<file path="config.mk">
export PLATFORM = sky130hd
export DESIGN_NAME = calendar_add_seconds
export DESIGN_NICKNAME = d
export VERILOG_FILES = /design/src/hdl/cas_pkg.sv /design/src/hdl/calendar_add_seconds.sv /design/src/hdl/cas_div.sv
export VERILOG_INCLUDE_DIRS = /design/src /design/src/hdl
export SDC_FILE = /design/constraint.sdc
export NUM_CORES = 2
export LEC_CHECK = 0
export BUFFER_PORTS_ARGS = -buffer_cell sky130_fd_sc_hd__buf_2
export CAP_MARGIN = 20
export CORE_MARGIN = 3
export CORE_UTILIZATION = 45
export DETAILED_ROUTE_END_ITERATION = 6
export GPL_TIMING_DRIVEN = 0
export PLACE_DENSITY_LB_ADDON = 0.08
export SYNTH_ARGS = -nofsm -noshare
export SYNTH_HDL_FRONTEND = slang
export SYNTH_HIERARCHICAL = 1
export SYNTH_SLANG_ARGS = --single-unit
</file>
<file path="constraint.sdc">
create_clock -name clock -period 19 [get_ports clock]
set_input_delay 4.75 -clock clock [delete_from_list [all_inputs] [get_ports clock]]
set_output_delay 4.75 -clock clock [all_outputs]
set_load 0.01 [all_outputs]
</file>
<file path="src/hdl/assert_macros.svh">
// ----------------------------------------------------------------------------
// assert_macros
// Shared assertion macros for the calendar adder RTL.
// ----------------------------------------------------------------------------
`ifndef ASSERT_MACROS_SVH
`define ASSERT_MACROS_SVH

// Same-cycle implication.
`define ASSERT_IMPLIES(name, clk, rst, ante, cons, msg) \
   name: assert property (@(posedge clk) disable iff (rst) (ante) |-> (cons)) \
      else $error(msg);

// Next-cycle implication.
`define ASSERT_NEXT(name, clk, rst, ante, cons, msg) \
   name: assert property (@(posedge clk) disable iff (rst) (ante) |=> (cons)) \
      else $error(msg);

`endif

</file>
<file path="src/hdl/cas_pkg.sv">
// ----------------------------------------------------------------------------
// cas_pkg
// Shared types, constants and calendar helper functions.
// ----------------------------------------------------------------------------
package cas_pkg;

   localparam int DivWidth   = 33;               // widest dividend: second + add count
   localparam int DivrWidth  = 6;                // divisors 60 and 24
   localparam int DaysWidth  = 16;               // whole days left to walk
   localparam int WsumWidth  = 13;

   localparam logic [DivrWidth-1:0] Sixty   = 6'd60;
   localparam logic [DivrWidth-1:0] Hours24 = 6'd24;

   // x/60 = (x/4)/15 and x/24 = (x/8)/3, both exact for 32-bit scaled x
   localparam logic [31:0] Recip15 = 32'h8888_8889;   // ceil(2^35 / 15)
   localparam logic [31:0] Recip3  = 32'hAAAA_AAAB;   // ceil(2^33 / 3)

   localparam logic [2:0] WdOffset [12] = '{3'd0, 3'd3, 3'd2, 3'd5, 3'd0, 3'd3,
                                            3'd5, 3'd1, 3'd4, 3'd6, 3'd2, 3'd4};
   localparam logic [4:0] MonthLen [12] = '{5'd31, 5'd28, 5'd31, 5'd30, 5'd31, 5'd30,
                                            5'd31, 5'd31, 5'd30, 5'd31, 5'd30, 5'd31};

   typedef struct packed {
      logic                 start;
      logic [DivrWidth-1:0] divisor;
   } div_cmd_type;

   typedef struct packed {
      logic busy;
      logic done;
   } div_sts_type;

   // y mod 25 == 0, by reciprocal 1311/2^15 (exact for 12-bit years)
   function automatic logic div25(input logic [11:0] y);
      logic [22:0] prod;
      logic [7:0]  q;
      logic [11:0] back;
      prod = 23'(y) * 23'd1311;
      q    = prod[22:15];
      back = 12'(q) * 12'd25;
      return (back == y);
   endfunction

   function automatic logic is_leap(input logic [11:0] y);
      return (y[1:0] == 2'd0) && (!div25(y) || (y[3:0] == 4'd0));
   endfunction

   function automatic logic [4:0] month_days(input logic [11:0] y, input logic [3:0] m);
      logic [4:0] len;
      len = 5'd31;
      if (m >= 4'd1 && m <= 4'd12) begin
         len = MonthLen[m - 4'd1];
      end
      if (m == 4'd2 && is_leap(y)) begin
         len = 5'd29;
      end
      return len;
   endfunction

   // Sakamoto sum before the mod 7 step; a/400 taken as (a/100)/4
   function automatic logic [WsumWidth-1:0] wday_sum(input logic [11:0] y,
                                                     input logic [3:0]  m,
                                                     input logic [4:0]  d);
      logic [12:0] a;
      logic [25:0] prod;
      logic [5:0]  q100;
      logic [2:0]  off;
      a    = 13'(y) + 13'd400 - ((m < 4'd3) ? 13'd1 : 13'd0);
      prod = 26'(a) * 26'd5243;
      q100 = prod[24:19];
      off  = 3'd0;
      if (m >= 4'd1 && m <= 4'd12) begin
         off = WdOffset[m - 4'd1];
      end
      return a + 13'(a[12:2]) - 13'(q100) + 13'(q100[5:2]) + 13'(off) + 13'(d);
   endfunction

   // s mod 7 by reciprocal 9363/2^16 (exact below 2^13)
   function automatic logic [2:0] mod7(input logic [WsumWidth-1:0] s);
      logic [26:0] prod;
      logic [10:0] q;
      logic [12:0] back;
      prod = 27'(s) * 27'd9363;
      q    = prod[26:16];
      back = 13'(q) * 13'd7;
      return 3'(s - back);
   endfunction

endpackage

</file>
<file path="src/hdl/calendar_add_seconds.sv">
// ----------------------------------------------------------------------------
// calendar_add_seconds
// Advances a Gregorian date/time by a 32-bit second count; gives weekday.
// ----------------------------------------------------------------------------
// Flow: a range check, then three passes of a shared reciprocal divider for the
//   time carry, then a day walk of one month per cycle and the weekday sum and
//   mod 7 step; a bad date answers straight from the range check.
// Throughput: one item at a time, busy until the strobe.
// Reset: synchronous, returns to idle; rsp_valid is a one-cycle strobe
//   that the receiver cannot stall.
`include "assert_macros.svh"

module calendar_add_seconds (
   input  logic        clock,
   input  logic        reset,
   input  logic        start,
   output logic        busy,
   input  logic [11:0] req_year,
   input  logic [3:0]  req_month,
   input  logic [4:0]  req_day,
   input  logic [4:0]  req_hour,
   input  logic [5:0]  req_minute,
   input  logic [5:0]  req_second,
   input  logic [31:0] req_add_seconds,
   output logic        rsp_valid,
   output logic [11:0] rsp_year,
   output logic [3:0]  rsp_month,
   output logic [4:0]  rsp_day,
   output logic [4:0]  rsp_hour,
   output logic [5:0]  rsp_minute,
   output logic [5:0]  rsp_second,
   output logic [2:0]  rsp_weekday,
   output logic        rsp_bad_input
);
   import cas_pkg::*;

   typedef enum logic [2:0] {
      ST_IDLE,
      ST_CHECK,      // range check of month and day
      ST_DIV_SEC,    // (second + add) / 60
      ST_DIV_MIN,    // (minute + carry) / 60
      ST_DIV_HOUR,   // (hour + carry) / 24 -> whole days
      ST_WALK,       // one month per cycle
      ST_WD_SUM,     // Sakamoto sum
      ST_WD_MOD      // mod 7, deliver item
   } state_type;

   state_type state_ff, state_in;

   // working date/time
   logic [11:0]          yr_ff, yr_in;
   logic [3:0]           mo_ff, mo_in;
   logic [4:0]           dy_ff, dy_in;
   logic [4:0]           hr_ff, hr_in;
   logic [5:0]           mi_ff, mi_in;
   logic [5:0]           se_ff, se_in;
   logic [31:0]          add_ff, add_in;
   logic [DaysWidth-1:0] left_ff, left_in;
   logic [WsumWidth-1:0] wsum_ff, wsum_in;

   // result registers
   logic        rvalid_ff, rvalid_in;
   logic [11:0] ryr_ff, ryr_in;
   logic [3:0]  rmo_ff, rmo_in;
   logic [4:0]  rdy_ff, rdy_in;
   logic [4:0]  rhr_ff, rhr_in;
   logic [5:0]  rmi_ff, rmi_in;
   logic [5:0]  rse_ff, rse_in;
   logic [2:0]  rwd_ff, rwd_in;
   logic        rbad_ff, rbad_in;

   // shared divider
   div_cmd_type          div_cmd;
   div_sts_type          div_sts;
   logic [DivWidth-1:0]  div_dividend;
   logic [DivWidth-1:0]  div_quot;
   logic [DivrWidth-1:0] div_rem;

   logic [4:0] dim;
   logic [4:0] rem_days;
   logic       bad;
   logic       in_div;
   logic       walk_day_ok;

   cas_div u_div (
      .clock     (clock),
      .reset     (reset),
      .cmd       (div_cmd),
      .dividend  (div_dividend),
      .sts       (div_sts),
      .quotient  (div_quot),
      .remainder (div_rem)
   );

   always_comb begin
      dim      = month_days(yr_ff, mo_ff);
      rem_days = dim - dy_ff;
      bad      = (mo_ff == 4'd0) || (mo_ff > 4'd12) || (dy_ff == 5'd0) || (dy_ff > dim);

      state_in = state_ff;
      yr_in    = yr_ff;
      mo_in    = mo_ff;
      dy_in    = dy_ff;
      hr_in    = hr_ff;
      mi_in    = mi_ff;
      se_in    = se_ff;
      add_in   = add_ff;
      left_in  = left_ff;
      wsum_in  = wsum_ff;

      rvalid_in = 1'b0;
      ryr_in    = ryr_ff;
      rmo_in    = rmo_ff;
      rdy_in    = rdy_ff;
      rhr_in    = rhr_ff;
      rmi_in    = rmi_ff;
      rse_in    = rse_ff;
      rwd_in    = rwd_ff;
      rbad_in   = rbad_ff;

      div_cmd.start   = 1'b0;
      div_cmd.divisor = Sixty;
      div_dividend    = '0;

      case (state_ff)
         ST_IDLE: begin
            if (start) begin
               yr_in    = req_year;
               mo_in    = req_month;
               dy_in    = req_day;
               hr_in    = req_hour;
               mi_in    = req_minute;
               se_in    = req_second;
               add_in   = req_add_seconds;
               state_in = ST_CHECK;
            end
         end
         ST_CHECK: begin
            if (bad) begin
               // date echoes through unchanged, weekday meaningless
               rvalid_in = 1'b1;
               ryr_in    = yr_ff;
               rmo_in    = mo_ff;
               rdy_in    = dy_ff;
               rhr_in    = hr_ff;
               rmi_in    = mi_ff;
               rse_in    = se_ff;
               rwd_in    = 3'd0;
               rbad_in   = 1'b1;
               state_in  = ST_IDLE;
            end else begin
               div_cmd.start   = 1'b1;
               div_cmd.divisor = Sixty;
               div_dividend    = DivWidth'(se_ff) + DivWidth'(add_ff);
               state_in        = ST_DIV_SEC;
            end
         end
         ST_DIV_SEC: begin
            if (div_sts.done) begin
               se_in           = div_rem;
               div_cmd.start   = 1'b1;
               div_cmd.divisor = Sixty;
               div_dividend    = DivWidth'(mi_ff) + div_quot;
               state_in        = ST_DIV_MIN;
            end
         end
         ST_DIV_MIN: begin
            if (div_sts.done) begin
               mi_in           = div_rem;
               div_cmd.start   = 1'b1;
               div_cmd.divisor = Hours24;
               div_dividend    = DivWidth'(hr_ff) + div_quot;
               state_in        = ST_DIV_HOUR;
            end
         end
         ST_DIV_HOUR: begin
            if (div_sts.done) begin
               hr_in    = div_rem[4:0];
               left_in  = div_quot[DaysWidth-1:0];
               state_in = ST_WALK;
            end
         end
         ST_WALK: begin
            if (left_ff <= DaysWidth'(rem_days)) begin
               // remaining days fit in this month
               dy_in    = dy_ff + left_ff[4:0];
               state_in = ST_WD_SUM;
            end else begin
               left_in = left_ff - DaysWidth'(rem_days) - DaysWidth'(1);
               dy_in   = 5'd1;
               if (mo_ff == 4'd12) begin
                  mo_in = 4'd1;
                  yr_in = yr_ff + 12'd1;   // 4095 wraps to 0
               end else begin
                  mo_in = mo_ff + 4'd1;
               end
            end
         end
         ST_WD_SUM: begin
            wsum_in  = wday_sum(yr_ff, mo_ff, dy_ff);
            state_in = ST_WD_MOD;
         end
         ST_WD_MOD: begin
            rvalid_in = 1'b1;
            ryr_in    = yr_ff;
            rmo_in    = mo_ff;
            rdy_in    = dy_ff;
            rhr_in    = hr_ff;
            rmi_in    = mi_ff;
            rse_in    = se_ff;
            rwd_in    = mod7(wsum_ff) + 3'd1;
            rbad_in   = 1'b0;
            state_in  = ST_IDLE;
         end
         default: begin
            state_in = ST_IDLE;
         end
      endcase
   end

   always_ff @(posedge clock) begin
      yr_ff   <= yr_in;
      mo_ff   <= mo_in;
      dy_ff   <= dy_in;
      hr_ff   <= hr_in;
      mi_ff   <= mi_in;
      se_ff   <= se_in;
      add_ff  <= add_in;
      left_ff <= left_in;
      wsum_ff <= wsum_in;
      ryr_ff  <= ryr_in;
      rmo_ff  <= rmo_in;
      rdy_ff  <= rdy_in;
      rhr_ff  <= rhr_in;
      rmi_ff  <= rmi_in;
      rse_ff  <= rse_in;
      rwd_ff  <= rwd_in;
      rbad_ff <= rbad_in;
      if (reset) begin
         state_ff  <= ST_IDLE;
         rvalid_ff <= 1'b0;
      end else begin
         state_ff  <= state_in;
         rvalid_ff <= rvalid_in;
      end
   end

   assign busy          = (state_ff != ST_IDLE);
   assign rsp_valid     = rvalid_ff;
   assign rsp_year      = ryr_ff;
   assign rsp_month     = rmo_ff;
   assign rsp_day       = rdy_ff;
   assign rsp_hour      = rhr_ff;
   assign rsp_minute    = rmi_ff;
   assign rsp_second    = rse_ff;
   assign rsp_weekday   = rwd_ff;
   assign rsp_bad_input = rbad_ff;

   // divider may only run during the three carry passes
   assign in_div      = (state_ff == ST_DIV_SEC) || (state_ff == ST_DIV_MIN) ||
                        (state_ff == ST_DIV_HOUR);
   assign walk_day_ok = (dy_ff != 5'd0) && (dy_ff <= dim);

   `ASSERT_IMPLIES(a_rsp_idle, clock, reset, rsp_valid, !busy, "result while busy")
   `ASSERT_NEXT(a_start_busy, clock, reset, start && !busy, busy, "item not taken")
   `ASSERT_IMPLIES(a_div_state, clock, reset, div_sts.done || div_sts.busy, in_div, "divider out of step")
   `ASSERT_IMPLIES(a_walk_day, clock, reset, state_ff == ST_WALK, walk_day_ok, "walk day out of month")

endmodule

</file>
<file path="src/hdl/cas_div.sv">
// ----------------------------------------------------------------------------
// cas_div
// Shared divide-by-60/24 unit: reciprocal multiply, then remainder fix-up.
// A pass loads, multiplies, then registers quotient and remainder with done.
// ----------------------------------------------------------------------------
`include "assert_macros.svh"

module cas_div (
   input  logic                          clock,
   input  logic                          reset,
   input  cas_pkg::div_cmd_type          cmd,
   input  logic [cas_pkg::DivWidth-1:0]  dividend,
   output cas_pkg::div_sts_type          sts,
   output logic [cas_pkg::DivWidth-1:0]  quotient,
   output logic [cas_pkg::DivrWidth-1:0] remainder
);
   import cas_pkg::*;

   logic [DivWidth-1:0]  num_ff, num_in;
   logic [DivrWidth-1:0] dvr_ff, dvr_in;
   logic [63:0]          prod_ff, prod_in;
   logic [DivWidth-1:0]  quot_ff, quot_in;
   logic [DivrWidth-1:0] rem_ff, rem_in;
   logic                 phase_ff, phase_in;
   logic                 busy_ff, busy_in;
   logic                 done_ff, done_in;
   logic                 by24;
   logic [31:0]          scaled;
   logic [31:0]          recip;
   logic [DivWidth-1:0]  q;
   logic [11:0]          qd_low;

   always_comb begin
      by24   = (dvr_ff == Hours24);
      // pre-shift by the power-of-two factor of the divisor
      scaled = by24 ? 32'(num_ff[DivWidth-1:3]) : 32'(num_ff[DivWidth-1:2]);
      recip  = by24 ? Recip3 : Recip15;
      q      = by24 ? DivWidth'(prod_ff[63:33]) : DivWidth'(prod_ff[63:35]);
      // remainder is below 64, so six bits of x - q*d are enough
      qd_low = 12'(q[5:0]) * 12'(dvr_ff);

      num_in   = num_ff;
      dvr_in   = dvr_ff;
      prod_in  = prod_ff;
      quot_in  = quot_ff;
      rem_in   = rem_ff;
      phase_in = phase_ff;
      busy_in  = busy_ff;
      done_in  = 1'b0;
      if (cmd.start) begin
         num_in   = dividend;
         dvr_in   = cmd.divisor;
         phase_in = 1'b0;
         busy_in  = 1'b1;
      end else if (busy_ff) begin
         if (!phase_ff) begin
            prod_in  = 64'(scaled) * 64'(recip);
            phase_in = 1'b1;
         end else begin
            quot_in = q;
            rem_in  = num_ff[DivrWidth-1:0] - qd_low[DivrWidth-1:0];
            busy_in = 1'b0;
            done_in = 1'b1;
         end
      end
   end

   always_ff @(posedge clock) begin
      num_ff  <= num_in;
      dvr_ff  <= dvr_in;
      prod_ff <= prod_in;
      quot_ff <= quot_in;
      rem_ff  <= rem_in;
      if (reset) begin
         phase_ff <= 1'b0;
         busy_ff  <= 1'b0;
         done_ff  <= 1'b0;
      end else begin
         phase_ff <= phase_in;
         busy_ff  <= busy_in;
         done_ff  <= done_in;
      end
   end

   assign sts.busy  = busy_ff;
   assign sts.done  = done_ff;
   assign quotient  = quot_ff;
   assign remainder = rem_ff;

   `ASSERT_NEXT(a_done_pulse, clock, reset, done_ff, !done_ff, "divider done held")
   `ASSERT_IMPLIES(a_done_idle, clock, reset, done_ff, !busy_ff, "done while busy")

endmodule

</file>
## Word level (Yosys, flattened, before mapping)

Memories as Yosys holds them, arrays and structs flattened.
Cells that the tools add are included.
Widths: inputs -> output; s select.

- Flip-flop bits (word level): 290
- Word-level logic and storage cells: 192
- Memories kept: 2
- Bits in read-only memories: 128
- Output and inout port bits: 44
- Latch bits: 0
- Memory bits (writable): 0

- Reduce and logical (&&, ||, !) cells: 34
- Shift operators: 0
- $add $sub $neg: 20
- Order comparisons: 7
- Equal/unequal tests: 19
- Divide/modulo/power cells: 0
- Muxes and demuxes: 71
- Multipliers: 7
- Bitwise gates (word level): 4

Memories:

| name | words | width | rd ports | clocked after Yosys merged registers in | write ports | RTL line | source |
|---|---|---|---|---|---|---|---|
| (no name shown) | 16 | 5 | 1 | 0 | 0 | cas_pkg.sv:53 | `len = MonthLen[m - 4'd1];` |
| (no name shown) | 16 | 3 | 1 | 0 | 0 | cas_pkg.sv:74 | `off = WdOffset[m - 4'd1];` |

Operators by type and width:

| kind | count |
|---|---|
| $mux 33 | 3 |
| $pmux 33 s3 | 1 |
| $mul 32x32->64 | 1 |
| $mux 5 | 10 |
| $mux 12 | 4 |
| $pmux 12 s2 | 2 |
| $pmux 6 s2 | 4 |
| $pmux 5 s2 | 4 |
| $add 5x33->33 | 1 |
| $add 6x32->33 | 1 |
| $add 6x33->33 | 1 |
| $mux 16 | 2 |
| $pmux 16 s2 | 1 |
| $mux 31 | 1 |
| $mux 3 | 10 |
| $mux 30 | 1 |
| $mux 6 | 5 |
| $mux 29 | 1 |
| $mul 13x14->27 const B | 1 |
| $mul 13x13->25 const B | 1 |
| $pmux 3 s8 | 1 |
| $mul 12x11->23 const B | 1 |
| $mux 7 | 3 |
| $pmux 7 s3 | 1 |
| 59 further kinds | 101 |

## Depth between registers and ports, before layout

- Depth after elaboration: 14
- Depth in mapped cells: 46
- Depth with buffers taken out: 45

## Modules after synthesis

The synthesis kept the hierarchy.

Modules (own cells, without submodules):

| module | instances | area each (um2) | cells each |
|---|---|---|---|
| calendar_add_seconds | 1 | 18,336.3 | 1,840 |
| cas_div | 1 | 17,319.1 | 1,656 |

## Worst setup path after synthesis

OpenSTA, ideal clock, no wires.

- Path type: register -> register
- Start: reg yr_ff[5]
- End: reg u_div.quot_ff[0] (netlist: u_div/quotient[0]), enable pin
- Path slack: 5.701 ns
- Cell stages (with the launch flop): 39
- Arrival: 12.815 ns
- Path buffers: 2
- Data required time: 18.517 ns
- Clock period less this slack: 13.299 ns
- Cells stage by stage: edfxtp_1 > clkbuf_1 > inv_1 > fa_1 > inv_1 > ha_1 > inv_1 > fa_1 > fa_1 > fa_1 > inv_1 > ha_1 > a211oi_1 > nand2_1 > o21ai_0 > a21o_1 > a21boi_1 > o21a_1 > [... 3 more ...] > inv_1 > fa_1 > inv_1 > ha_1 > nor2b_1 > o31a_1 > o41ai_1 > o211ai_1 > nor4b_1 > o221ai_1 > a41oi_1 > ha_1 > a211oi_1 > a31oi_1 > nand3_1 > clkbuf_1 > nand2_1 > nor3b_1

RTL lines:

| item | RTL line | source |
|---|---|---|
| start: declaration | calendar_add_seconds.sv:51 | `logic [11:0] yr_ff, yr_in;` |
| start signal: assignment | calendar_add_seconds.sv:222 | `yr_ff <= yr_in;` |
| end signal: assignment | cas_div.sv:72 | `quot_ff <= quot_in;` |
| end: declaration | cas_div.sv:22 | `logic [DivWidth-1:0] quot_ff, quot_in;` |

==> qor.yml <==
placement:
  gp_congestion: 0.935
  io_buffers: 116
  dp_hpwl_mm: 82.3
cts:
  clock-sinks: 253
  h-tree-depth: 1
  cts.clk_slew.worst_paths_ns: 0.06
  post-cts-setup-buffers: 0
  cts_hold_buf: 0
  root_buffer: "clkbuf_16"
  numCtsBuffers: 29
  clock_latency_ns: 0.58
  cts_tree: "done"
  clock_path_buffers: 3
  post_cts_resized: 0
sta:
  fin_crit_sh: 0.703
  finClkSkew_ns: 0.0147
  rsz0062_at_grt: "no"
  clock.fmax_ghz: 0.0749
  max_slew.worst_pin.slew_ns: 1.02
  max_slew_margin: 0.317
  hold_viol_final: 0
  min_period_ns: 13.36
  final_max_slew_viol_count: 0
  finalSetupTns_ns: 0
  setup_violations: 0
die:
  start_util: 0.457
  die_w_um: 287
  die_y_um: 287
  core_mm2: 0.0780
  io_pins: 117
  rows: 102
  dieArea_mm2: 0.0826
setup_path:
  critical_path.startpoint_type: "flop"
  cp.buffers_inverters: 11
  max_stage_delay_ns: 0.73
  crit_path_max_fanout: 31
  worst-setup-path-type: "reg -> reg"
  worst_path_most_repeated_cell: "ha_1"
  critPathCaptureType: "flop"
  crit_arrival_ns: 13.63
  cp_data_required_time_ns: 19.28
  crit_family: "adder cells"
  cp_slowest_cell: "edfxtp_1"
drt:
  antenna_left: 0
  first_iter_violations: 1174
  wl_met3_mm: 3.35
  remaining_drc_errors: 0
  firstDrtPassIters: 5
  wl_met2_mm: 48.5
  wl_per_cell_um: 19.8
  vias: 25042
  wl_met1_mm: 39.6
  drt_wl_total_mm: 93.8
  viasPerCell: 5.29
  top_layer: "met5"
grt:
  grt_pass1_wl_mm: 147
  antenna_found_initial: 1
  track_usage: 0.228
  overflow: 0
  grt_start_max_net_pins: 33
  grt_pass1_vias: 26189
min_path:
  hp-class: "reg -> reg"
job:
  drv_cap: 0
cells_and_area:
  num_antenna_cells: 0
  drive_above_1_share: 0.0664
  area_delta_synth_final_pct: 8.75
  final_nets: 4813
  fillers: 7243
synth:
  syn_avg_cell_area_um2: 10.2
  netlist_area_mm2: 0.0356
  synthCells: 3495
  yosysWarnings: 6
outcome:
  status: "finished, final reports clean"
[metal layers]
layer / GRT usage / vias to the layer above
li1: - / 12034
met3: 0.0207 / 108
met2: 0.416 / 458
met5: 0 / -
met1: 0.292 / 12440
met4: 0.0527 / 2
[worst paths after layout]
path	startpoint	endpoint	slack [ns]	depth (start not counted)
worst max-delay path	yr_ff[5]	u_div/quotient[20]	5.64	41
worst min-delay path	hr_ff[0]	rsp_hour[0]	0.48	0
worst max register to register	yr_ff[5]	u_div/quotient[20]	5.64	41
worst min register to register	hr_ff[0]	rsp_hour[0]	0.48	0
[cell usage in the layout (no fill, tap or decap), drive strengths merged, types with 20 or more instances in the layout]
master  count
a21o       99
a21oi     111
and3       42
buf       145
clkbuf     87
edfxtp    246
fa        404
ha        669
inv       722
nand2     274
nand3      51
nand4      37
nor2       94
nor3       37
o21a       20
o21ai      89
o21bai     20
o22ai      24
xnor2     125
xor2       92
[worst reg2reg max path: cells and delay by family, from the launching register on]
kind / cells / cell delay, ns
compound gates: 13 / 3.80
fa+ha+maj: 11 / 4.31
buf+inv: 11 / 2.07
flops: 1 / 0.73
simple gates: 6 / 2.17
[state kept, by name, indices dropped and copies added, names as in the netlist, 6 cells and up]
signal,cells
add_ff,32
left_ff,16
mi_ff,6
rsp_minute,6
rsp_second,6
rsp_year,12
se_ff,6
u_div/dvr_ff,6
u_div/num_ff,33
u_div/prod_ff,30
u_div/quotient,30
u_div/remainder,6
wsum_ff,13
yr_ff,12
[area by class of cell]
| cell class | count | area, µm² | share of cell area |
|---|---|---|---|
| buffer | 54 | 220 | 0.00568 |
| tap | 1040 | 1300 | 0.0336 |
| inverter | 722 | 2710 | 0.0699 |
| multi-input combinational | 2473 | 25300 | 0.652 |
| clock buffer | 44 | 822 | 0.0212 |
| sequential | 253 | 7530 | 0.194 |
| clock inverter | 10 | 131 | 0.00339 |
| timing repair buffer | 134 | 798 | 0.0206 |
[per-stage QoR]
stage	util	area (µm²)	hold WS, ns	worst slack, ns	cells
finish	0.497	38800	0.485	5.64	4730
global route	0.497	38800	0.487	4.94	4730
CTS	0.497	38700	0.483	5.61	4727
detailed placement	0.484	37800	0.462	5.73	4673
global placement	0.482	37600	0.465	1.63	4658
floorplan	-	35700	0.431	5.70	3502
Power is not shown: default switching activity piles up to over one toggle a cycle in this logic, so the estimate is an artifact.
